==> config.mk <==
export PLATFORM = sky130hd
export DESIGN_NAME = serial_frame_receiver_top_flat
export DESIGN_NICKNAME = d
export VERILOG_FILES = /design/src/design/sfr_pkg.sv /design/src/design/sfr_if.sv /design/src/design/sfr_in_stage.sv /design/src/design/sfr_parser.sv /design/src/design/sfr_out_stage.sv /design/src/design/serial_frame_receiver_top.sv /design/src/flat_wrapper.sv
export SDC_FILE = /design/constraint.sdc
export NUM_CORES = 1
export LEC_CHECK = 0
export CORE_ASPECT_RATIO = 1.2
export CORE_MARGIN = 2
export CORE_UTILIZATION = 50
export DETAILED_ROUTE_END_ITERATION = 12
export DONT_BUFFER_PORTS = 1
export PLACE_DENSITY = 0.76
export SYNTH_ARGS = -nofsm -noshare
export SYNTH_HDL_FRONTEND = slang
export SYNTH_HIERARCHICAL = 1
export SYNTH_SLANG_ARGS = --single-unit
==> constraint.sdc <==
create_clock -name i_clk -period 3.9 [get_ports i_clk]
set_input_delay 0.195 -clock i_clk [delete_from_list [all_inputs] [get_ports i_clk]]
set_output_delay 0.195 -clock i_clk [all_outputs]
set_load 0.02 [all_outputs]
==> src/design/sfr_pkg.sv <==
`timescale 1ns / 1ps

package sfr_pkg;

    localparam int unsigned MAX_PAYLOAD = 12;
    localparam logic [7:0]  HEADER_BYTE = 8'h3C;   // '<'

    typedef enum logic [2:0] {
        PH_HUNT  = 3'd0,
        PH_FUNC  = 3'd1,
        PH_LEN   = 3'd2,
        PH_DATA  = 3'd3,
        PH_CHECK = 3'd4
    } t_phase;

    typedef enum logic [1:0] {
        ST_PENDING = 2'd0,
        ST_GOOD    = 2'd1,
        ST_ERROR   = 2'd2
    } t_status;

    typedef struct packed {
        logic [1:0] frame_status;
        logic [7:0] function_code;
        logic [3:0] payload_length;
        logic       payload_valid;
        logic [3:0] payload_index;
        logic [7:0] payload_byte;
        logic [7:0] good_frame_count;
    } t_result;

endpackage

==> src/design/sfr_if.sv <==
`timescale 1ns / 1ps

interface sfr_in_if;
    logic       valid;
    logic       ready;
    logic [7:0] rx_byte;

    modport source (output valid, output rx_byte, input ready);
    modport sink   (input valid, input rx_byte, output ready);
endinterface

interface sfr_out_if;
    logic       valid;
    logic       ready;
    logic [1:0] frame_status;
    logic [7:0] function_code;
    logic [3:0] payload_length;
    logic       payload_valid;
    logic [3:0] payload_index;
    logic [7:0] payload_byte;
    logic [7:0] good_frame_count;

    modport source (
        output valid, output frame_status, output function_code,
        output payload_length, output payload_valid, output payload_index,
        output payload_byte, output good_frame_count, input ready
    );
    modport sink (
        input valid, input frame_status, input function_code,
        input payload_length, input payload_valid, input payload_index,
        input payload_byte, input good_frame_count, output ready
    );
endinterface

==> src/design/sfr_in_stage.sv <==
`timescale 1ns / 1ps

module sfr_in_stage (
    input  logic       i_clk,
    input  logic       i_rst_n,
    sfr_in_if.sink     i_rx,
    input  logic       i_advance,
    output logic       o_valid,
    output logic [7:0] o_byte
);
    logic       r_valid;
    logic [7:0] r_byte;
    logic       w_load;

    // take a new beat when empty or when the held one moves on
    assign i_rx.ready = !r_valid || i_advance;
    assign w_load     = i_rx.valid && i_rx.ready;

    always_ff @(posedge i_clk) begin
        if (!i_rst_n) begin
            r_valid <= 1'b0;
        end else if (w_load) begin
            r_valid <= 1'b1;
        end else if (i_advance) begin
            r_valid <= 1'b0;
        end
    end

    always_ff @(posedge i_clk) begin
        if (w_load) begin
            r_byte <= i_rx.rx_byte;
        end
    end

    assign o_valid = r_valid;
    assign o_byte  = r_byte;
endmodule

==> src/design/sfr_parser.sv <==
`timescale 1ns / 1ps

module sfr_parser (
    input  logic                  i_clk,
    input  logic                  i_rst_n,
    input  logic                  i_advance,
    input  logic [7:0]            i_byte,
    output sfr_pkg::t_result      o_result
);
    import sfr_pkg::*;

    t_phase     r_phase, n_phase;
    logic [7:0] r_sum, n_sum;
    logic [3:0] r_count, n_count;
    logic [7:0] r_func, n_func;
    logic [3:0] r_len, n_len;
    logic [7:0] r_frames, n_frames;
    logic [3:0] w_count_inc;

    assign w_count_inc = r_count + 4'd1;

    always_comb begin
        n_phase  = r_phase;
        n_sum    = r_sum;
        n_count  = r_count;
        n_func   = r_func;
        n_len    = r_len;
        n_frames = r_frames;
        o_result = '0;
        o_result.frame_status = ST_PENDING;

        unique case (r_phase)
            PH_HUNT: begin
                if (i_byte == HEADER_BYTE) begin
                    n_sum   = i_byte;
                    n_phase = PH_FUNC;
                end
            end
            PH_FUNC: begin
                n_sum   = r_sum + i_byte;
                n_func  = i_byte;
                n_phase = PH_LEN;
            end
            PH_LEN: begin
                if (i_byte <= 8'(MAX_PAYLOAD)) begin
                    n_sum   = r_sum + i_byte;
                    n_len   = i_byte[3:0];
                    n_count = 4'd0;
                    n_phase = (i_byte[3:0] == 4'd0) ? PH_CHECK : PH_DATA;
                end else begin
                    // oversized: drop the frame and resync
                    n_sum   = 8'd0;
                    n_phase = PH_HUNT;
                end
            end
            PH_DATA: begin
                n_sum                  = r_sum + i_byte;
                o_result.payload_valid = 1'b1;
                o_result.payload_index = r_count;
                o_result.payload_byte  = i_byte;
                n_count                = w_count_inc;
                if (w_count_inc >= r_len || w_count_inc == 4'd0) begin
                    n_phase = PH_CHECK;
                end
            end
            PH_CHECK: begin
                n_phase = PH_HUNT;
                n_count = 4'd0;
                if (r_sum == i_byte) begin
                    o_result.frame_status = ST_GOOD;
                    n_frames              = r_frames + 8'd1;
                end else begin
                    o_result.frame_status = ST_ERROR;
                end
            end
            default: begin
                n_phase               = PH_HUNT;
                n_count               = 4'd0;
                o_result.frame_status = ST_ERROR;
            end
        endcase

        o_result.function_code    = n_func;
        o_result.payload_length   = n_len;
        o_result.good_frame_count = n_frames;
    end

    always_ff @(posedge i_clk) begin
        if (!i_rst_n) begin
            r_phase  <= PH_HUNT;
            r_sum    <= 8'd0;
            r_count  <= 4'd0;
            r_func   <= 8'd0;
            r_len    <= 4'd0;
            r_frames <= 8'd0;
        end else if (i_advance) begin
            r_phase  <= n_phase;
            r_sum    <= n_sum;
            r_count  <= n_count;
            r_func   <= n_func;
            r_len    <= n_len;
            r_frames <= n_frames;
        end
    end
endmodule

==> src/design/sfr_out_stage.sv <==
`timescale 1ns / 1ps

module sfr_out_stage (
    input  logic             i_clk,
    input  logic             i_rst_n,
    input  logic             i_valid,
    input  sfr_pkg::t_result i_result,
    output logic             o_advance,
    sfr_out_if.source        o_res
);
    import sfr_pkg::*;

    logic    r_valid;
    t_result r_result;

    // move a beat in when the register is empty or being drained
    assign o_advance = i_valid && (!r_valid || o_res.ready);

    always_ff @(posedge i_clk) begin
        if (!i_rst_n) begin
            r_valid <= 1'b0;
        end else if (o_advance) begin
            r_valid <= 1'b1;
        end else if (o_res.ready) begin
            r_valid <= 1'b0;
        end
    end

    always_ff @(posedge i_clk) begin
        if (o_advance) begin
            r_result <= i_result;
        end
    end

    assign o_res.valid            = r_valid;
    assign o_res.frame_status     = r_result.frame_status;
    assign o_res.function_code    = r_result.function_code;
    assign o_res.payload_length   = r_result.payload_length;
    assign o_res.payload_valid    = r_result.payload_valid;
    assign o_res.payload_index    = r_result.payload_index;
    assign o_res.payload_byte     = r_result.payload_byte;
    assign o_res.good_frame_count = r_result.good_frame_count;
endmodule

==> src/design/serial_frame_receiver_top.sv <==
`timescale 1ns / 1ps

// Byte-serial frame receiver: each beat on i_rx carries one received byte and
// gives exactly one beat on o_res. Frames are '<', function, length (0 to
// MAX_PAYLOAD), payload, then a checksum byte equal to the 8-bit sum of all
// bytes before it. Payload bytes come out with their index; the checksum byte
// reports good or error, and good frames bump a wrapping counter. A length
// above MAX_PAYLOAD drops the frame and the parser hunts for '<' again.
// Throughput is one byte per cycle while o_res is ready; an accepted byte passes
// through the input register, the parse logic and the result register.
module serial_frame_receiver_top (
    input  logic       i_clk,
    input  logic       i_rst_n,
    sfr_in_if.sink     i_rx,
    sfr_out_if.source  o_res
);
    import sfr_pkg::*;

    logic       w_advance;
    logic       w_in_valid;
    logic [7:0] w_in_byte;
    t_result    w_result;

    sfr_in_stage u_in_stage (
        .i_clk     (i_clk),
        .i_rst_n   (i_rst_n),
        .i_rx      (i_rx),
        .i_advance (w_advance),
        .o_valid   (w_in_valid),
        .o_byte    (w_in_byte)
    );

    sfr_parser u_parser (
        .i_clk     (i_clk),
        .i_rst_n   (i_rst_n),
        .i_advance (w_advance),
        .i_byte    (w_in_byte),
        .o_result  (w_result)
    );

    sfr_out_stage u_out_stage (
        .i_clk     (i_clk),
        .i_rst_n   (i_rst_n),
        .i_valid   (w_in_valid),
        .i_result  (w_result),
        .o_advance (w_advance),
        .o_res     (o_res)
    );
endmodule
==> src/flat_wrapper.sv <==
// flat-port wrapper written by rule: the top's interface ports become plain ports
module serial_frame_receiver_top_flat import sfr_pkg::*;
  (i_clk, i_rst_n, i_rx_valid, i_rx_rx_byte, i_rx_ready, o_res_valid, o_res_frame_status, o_res_function_code, o_res_payload_length, o_res_payload_valid, o_res_payload_index, o_res_payload_byte, o_res_good_frame_count, o_res_ready);
  sfr_in_if i_rx_i ();
  sfr_out_if o_res_i ();
  input  logic i_clk;
  input  logic i_rst_n;
  input wire logic [$bits(i_rx_i.valid)-1:0] i_rx_valid;
  input wire logic [$bits(i_rx_i.rx_byte)-1:0] i_rx_rx_byte;
  output wire logic [$bits(i_rx_i.ready)-1:0] i_rx_ready;
  output wire logic [$bits(o_res_i.valid)-1:0] o_res_valid;
  output wire logic [$bits(o_res_i.frame_status)-1:0] o_res_frame_status;
  output wire logic [$bits(o_res_i.function_code)-1:0] o_res_function_code;
  output wire logic [$bits(o_res_i.payload_length)-1:0] o_res_payload_length;
  output wire logic [$bits(o_res_i.payload_valid)-1:0] o_res_payload_valid;
  output wire logic [$bits(o_res_i.payload_index)-1:0] o_res_payload_index;
  output wire logic [$bits(o_res_i.payload_byte)-1:0] o_res_payload_byte;
  output wire logic [$bits(o_res_i.good_frame_count)-1:0] o_res_good_frame_count;
  input wire logic [$bits(o_res_i.ready)-1:0] o_res_ready;
  assign i_rx_i.valid = i_rx_valid;
  assign i_rx_i.rx_byte = i_rx_rx_byte;
  assign i_rx_ready = i_rx_i.ready;
  assign o_res_valid = o_res_i.valid;
  assign o_res_frame_status = o_res_i.frame_status;
  assign o_res_function_code = o_res_i.function_code;
  assign o_res_payload_length = o_res_i.payload_length;
  assign o_res_payload_valid = o_res_i.payload_valid;
  assign o_res_payload_index = o_res_i.payload_index;
  assign o_res_payload_byte = o_res_i.payload_byte;
  assign o_res_good_frame_count = o_res_i.good_frame_count;
  assign o_res_i.ready = o_res_ready;
  serial_frame_receiver_top u_core (.i_clk(i_clk), .i_rst_n(i_rst_n), .i_rx(i_rx_i), .o_res(o_res_i));
endmodule
==> run metrics <==
status=finished, final reports clean; grt ovf=0; setup bufs post-CTS=0; first-pass GRT wire length=roughly 12000 microns; core area=7317 sq um; Post-Syn Nets=357; share of the synthesized area in the top cell type=0.3403; unrepaired setup endpoints after global routing=no; ys flop type=edfxtp_1; Die Area=8306 sq um; die span in y=around 99 microns; Syn Area/Cell=11.40 sq um; Mapped Area=around 3800 sq um; Clock Power Share=0.352; FF-to-FF path depth=7; hold depth=1; max cap viols=0; pins over their slew limit=0; flops & latches, synth=80; Period Utilization, post-route=0.7009; Sw Ratio=0.2384; min cycle time layout=2.734 ns; maximum clock path buffer count=2; final WL=about 7700 microns; worst-margin pin slew=0.8350 ns; Hold Buf Count CTS=12; most frequent CP cell=and4_1; Critical-path top delay cell=edfxtp_1; Pint=1257 uW; Nets=368; Tot Pwr=1650 uW; post-CTS sizing=0; number of diodes=0; Tot GR Track Use=0.1884; first drt pass iteration count=4; DR vias=between 2000 and 3000; number of cells on the critical path=7; vias in the first global route=2496; FF+latch area=2032 sq um; CP Cell Sequence=ha_1 > nor4b_1 > and4_1 > and4_1 > nand4_1 > xnor2_1 > and2_1; die width=83.53 microns; final hold vios=0; Crit path arrival time=between 2 and 3 ns; synth unique cells=60; Critical Path Fanout Max=13; max_slew headroom=0.4415; family with the most delay on the worst path=simple AND/OR/NAND/NOR gates; CTS tree=built; worst hold path class=input pin to flop; Num CTS Buffers=9; commonest non-fill, non-tap cell in the layout=edfxtp_1; # IOs=49; Ys Warns=6; GP Congestion=0.8888; Filler cells=599; drt first-iter violations=224; Synth async-reset ratio=0; Reg power frac=0.592; Finish-stage setup viols=0; Sum Neg Setup Slack=0 ns; initial antenna violation count=0; leakage power=0.001598 uW; post-route ant nets=0; Critical Path RT=roughly 4.1 ns; H-tree Lvls=3; footprint of the multi-input gates=1677 sq um; Sw Pwr=393.4 uW; most frequent cells in the layout=edfxtp_1 (43), dfxtp_1 (37), nor2_1 (26), nand2_1 (19); WL/cell=17.48 microns; Starting Density=0.5186; WS Path Type=flop to flop; area leader, netlist=edfxtp_1; later-pin clock latency in the skew report=between 0.3 and 0.4 ns; DRC viols=0; pin count of the biggest net entering global routing=35; Reg clk slew, reported paths=0.08 ns; Root Driver=clkbuf_8; Max VDD drop=about 0.25 mV; Via density=between 5 and 6; sequential cell area fraction in the yosys report=0.5354; total clock sinks=80; Setup Skew=0.006515 ns; P per Cell Area=between 300 and 400 nW/um^2; Cells after Synth=333; Critical Path Start Type=flop; port bufs=0; Logic pwr share=0.056; f_max=365.8 MHz; worst path bufs/invs=0; CP endpoint kind=flop; delay of the slowest critical-path stage=about 0.54 ns; share of cells above drive strength 1=0.1293; row count=34; Syn-to-layout area delta=10.02%; number of synthesized flops with an enable pin=43; top post-synthesis cells by area=edfxtp_1 (34%), dfxtp_1 (20%), mux2_2 (3.9%); Final HPWL DP=4936 microns
==> final timing paths <==
check | start | end | slack (ns)
max | u_core/u_in_stage/o_byte[3] | u_core/u_parser/r_frames[7] | 1.17
min | i_rst_n | u_core/u_parser/r_func[4] | 0.02
max reg2reg | u_core/u_in_stage/o_byte[3] | u_core/u_parser/r_frames[7] | 1.17
min reg2reg | u_core/u_parser/r_sum[0] | u_core/u_parser/r_sum[0] | 0.46
==> layout make-up <==
cell class | instances | area share
clock buffer | 10 | 0.03057
tap | 90 | 0.02697
sequential | 80 | 0.4867
clock inverter | 5 | 0.01408
inverter | 6 | 0.005394
multi-input combinational | 232 | 0.4016
timing repair buffer | 15 | 0.03476
==> state kept, by name, summed over array words and instances, names as in the netlist <==
name,count
u_core/u_parser/r_len,4
u_core/u_out_stage/o_res.function_code,8
u_core/u_out_stage/o_res.payload_byte,8
u_core/u_out_stage/o_res.payload_length,4
u_core/u_in_stage/o_byte,8
u_core/u_in_stage/o_valid,1
u_core/u_out_stage/o_res.frame_status,2
u_core/u_out_stage/o_res.good_frame_count,8
u_core/u_parser/r_frames,8
u_core/u_parser/r_count,4
u_core/u_parser/r_func,8
u_core/u_out_stage/o_res.payload_index,4
u_core/u_parser/r_sum,8
u_core/u_out_stage/o_res.payload_valid,1
u_core/u_out_stage/o_res.valid,1
u_core/u_parser/r_phase,3
==> layer usage <==
layer  routed length, microns  vias up  track usage
met5                        0        -            0
met4                      113        0      0.07072
met3                      417       10      0.04564
met2                     3848       83       0.3170
met1                     3278     1223       0.2371
li1                         -     1235            -
==> cell families after synthesis <==
| logic type | count (synthesis) | share of synthesized area |
|---|---|---|
| XOR/XNOR | 19 | 0.04385 |
| AND/OR/NAND/NOR | 130 | 0.2034 |
| flip-flops | 80 | 0.5354 |
| AO/OA/AOI/OAI | 51 | 0.09364 |
| adder cells (fa/ha/maj) | 13 | 0.04451 |
| buffers and inverters | 21 | 0.02473 |
| multiplexers | 19 | 0.05440 |
==> synthesized netlist by cell type, types with 8 or more instances <==
library cell / n
nor2_1: 26
nand2_1: 19
ha_1: 11
nor3b_1: 8
and3_1: 14
nand3_1: 14
mux2_2: 13
xnor2_1: 14
a21oi_1: 14
edfxtp_1: 43
dfxtp_1: 37
clkbuf_1: 10
==> through the flow <==
stage                     std cells  hold slack [ns]    util  area [sq um]  setup WS [ns]
final                           438          0.01813  0.5706          4175          1.166
after global placement          410           0.2940  0.5274          3859          1.363
after CTS                       437        0.0007713  0.5693          4165          1.177
after detailed placement        410           0.2939  0.5274          3859          1.185
after global routing            438         0.001011  0.5706          4175          1.006
after floorplan                 333           0.2939       -          3795         0.6410
==> power by group through the flow <==
| stage | Clock, uW | Combinational [uW] | Sequential [uW] |
|---|---|---|---|
| 5_1_grt | 629 | 103 | 981 |
| 2_1_floorplan | 0 | 64.0 | 987 |
| 3_3_place_gp | 0 | 72.7 | 994 |
| 3_5_place_dp | 0 | 75.1 | 996 |
| 6_report | 581 | 92.9 | 977 |
| 4_1_cts | 590 | 90.3 | 976 |
Power figures use the tool's default switching activity.
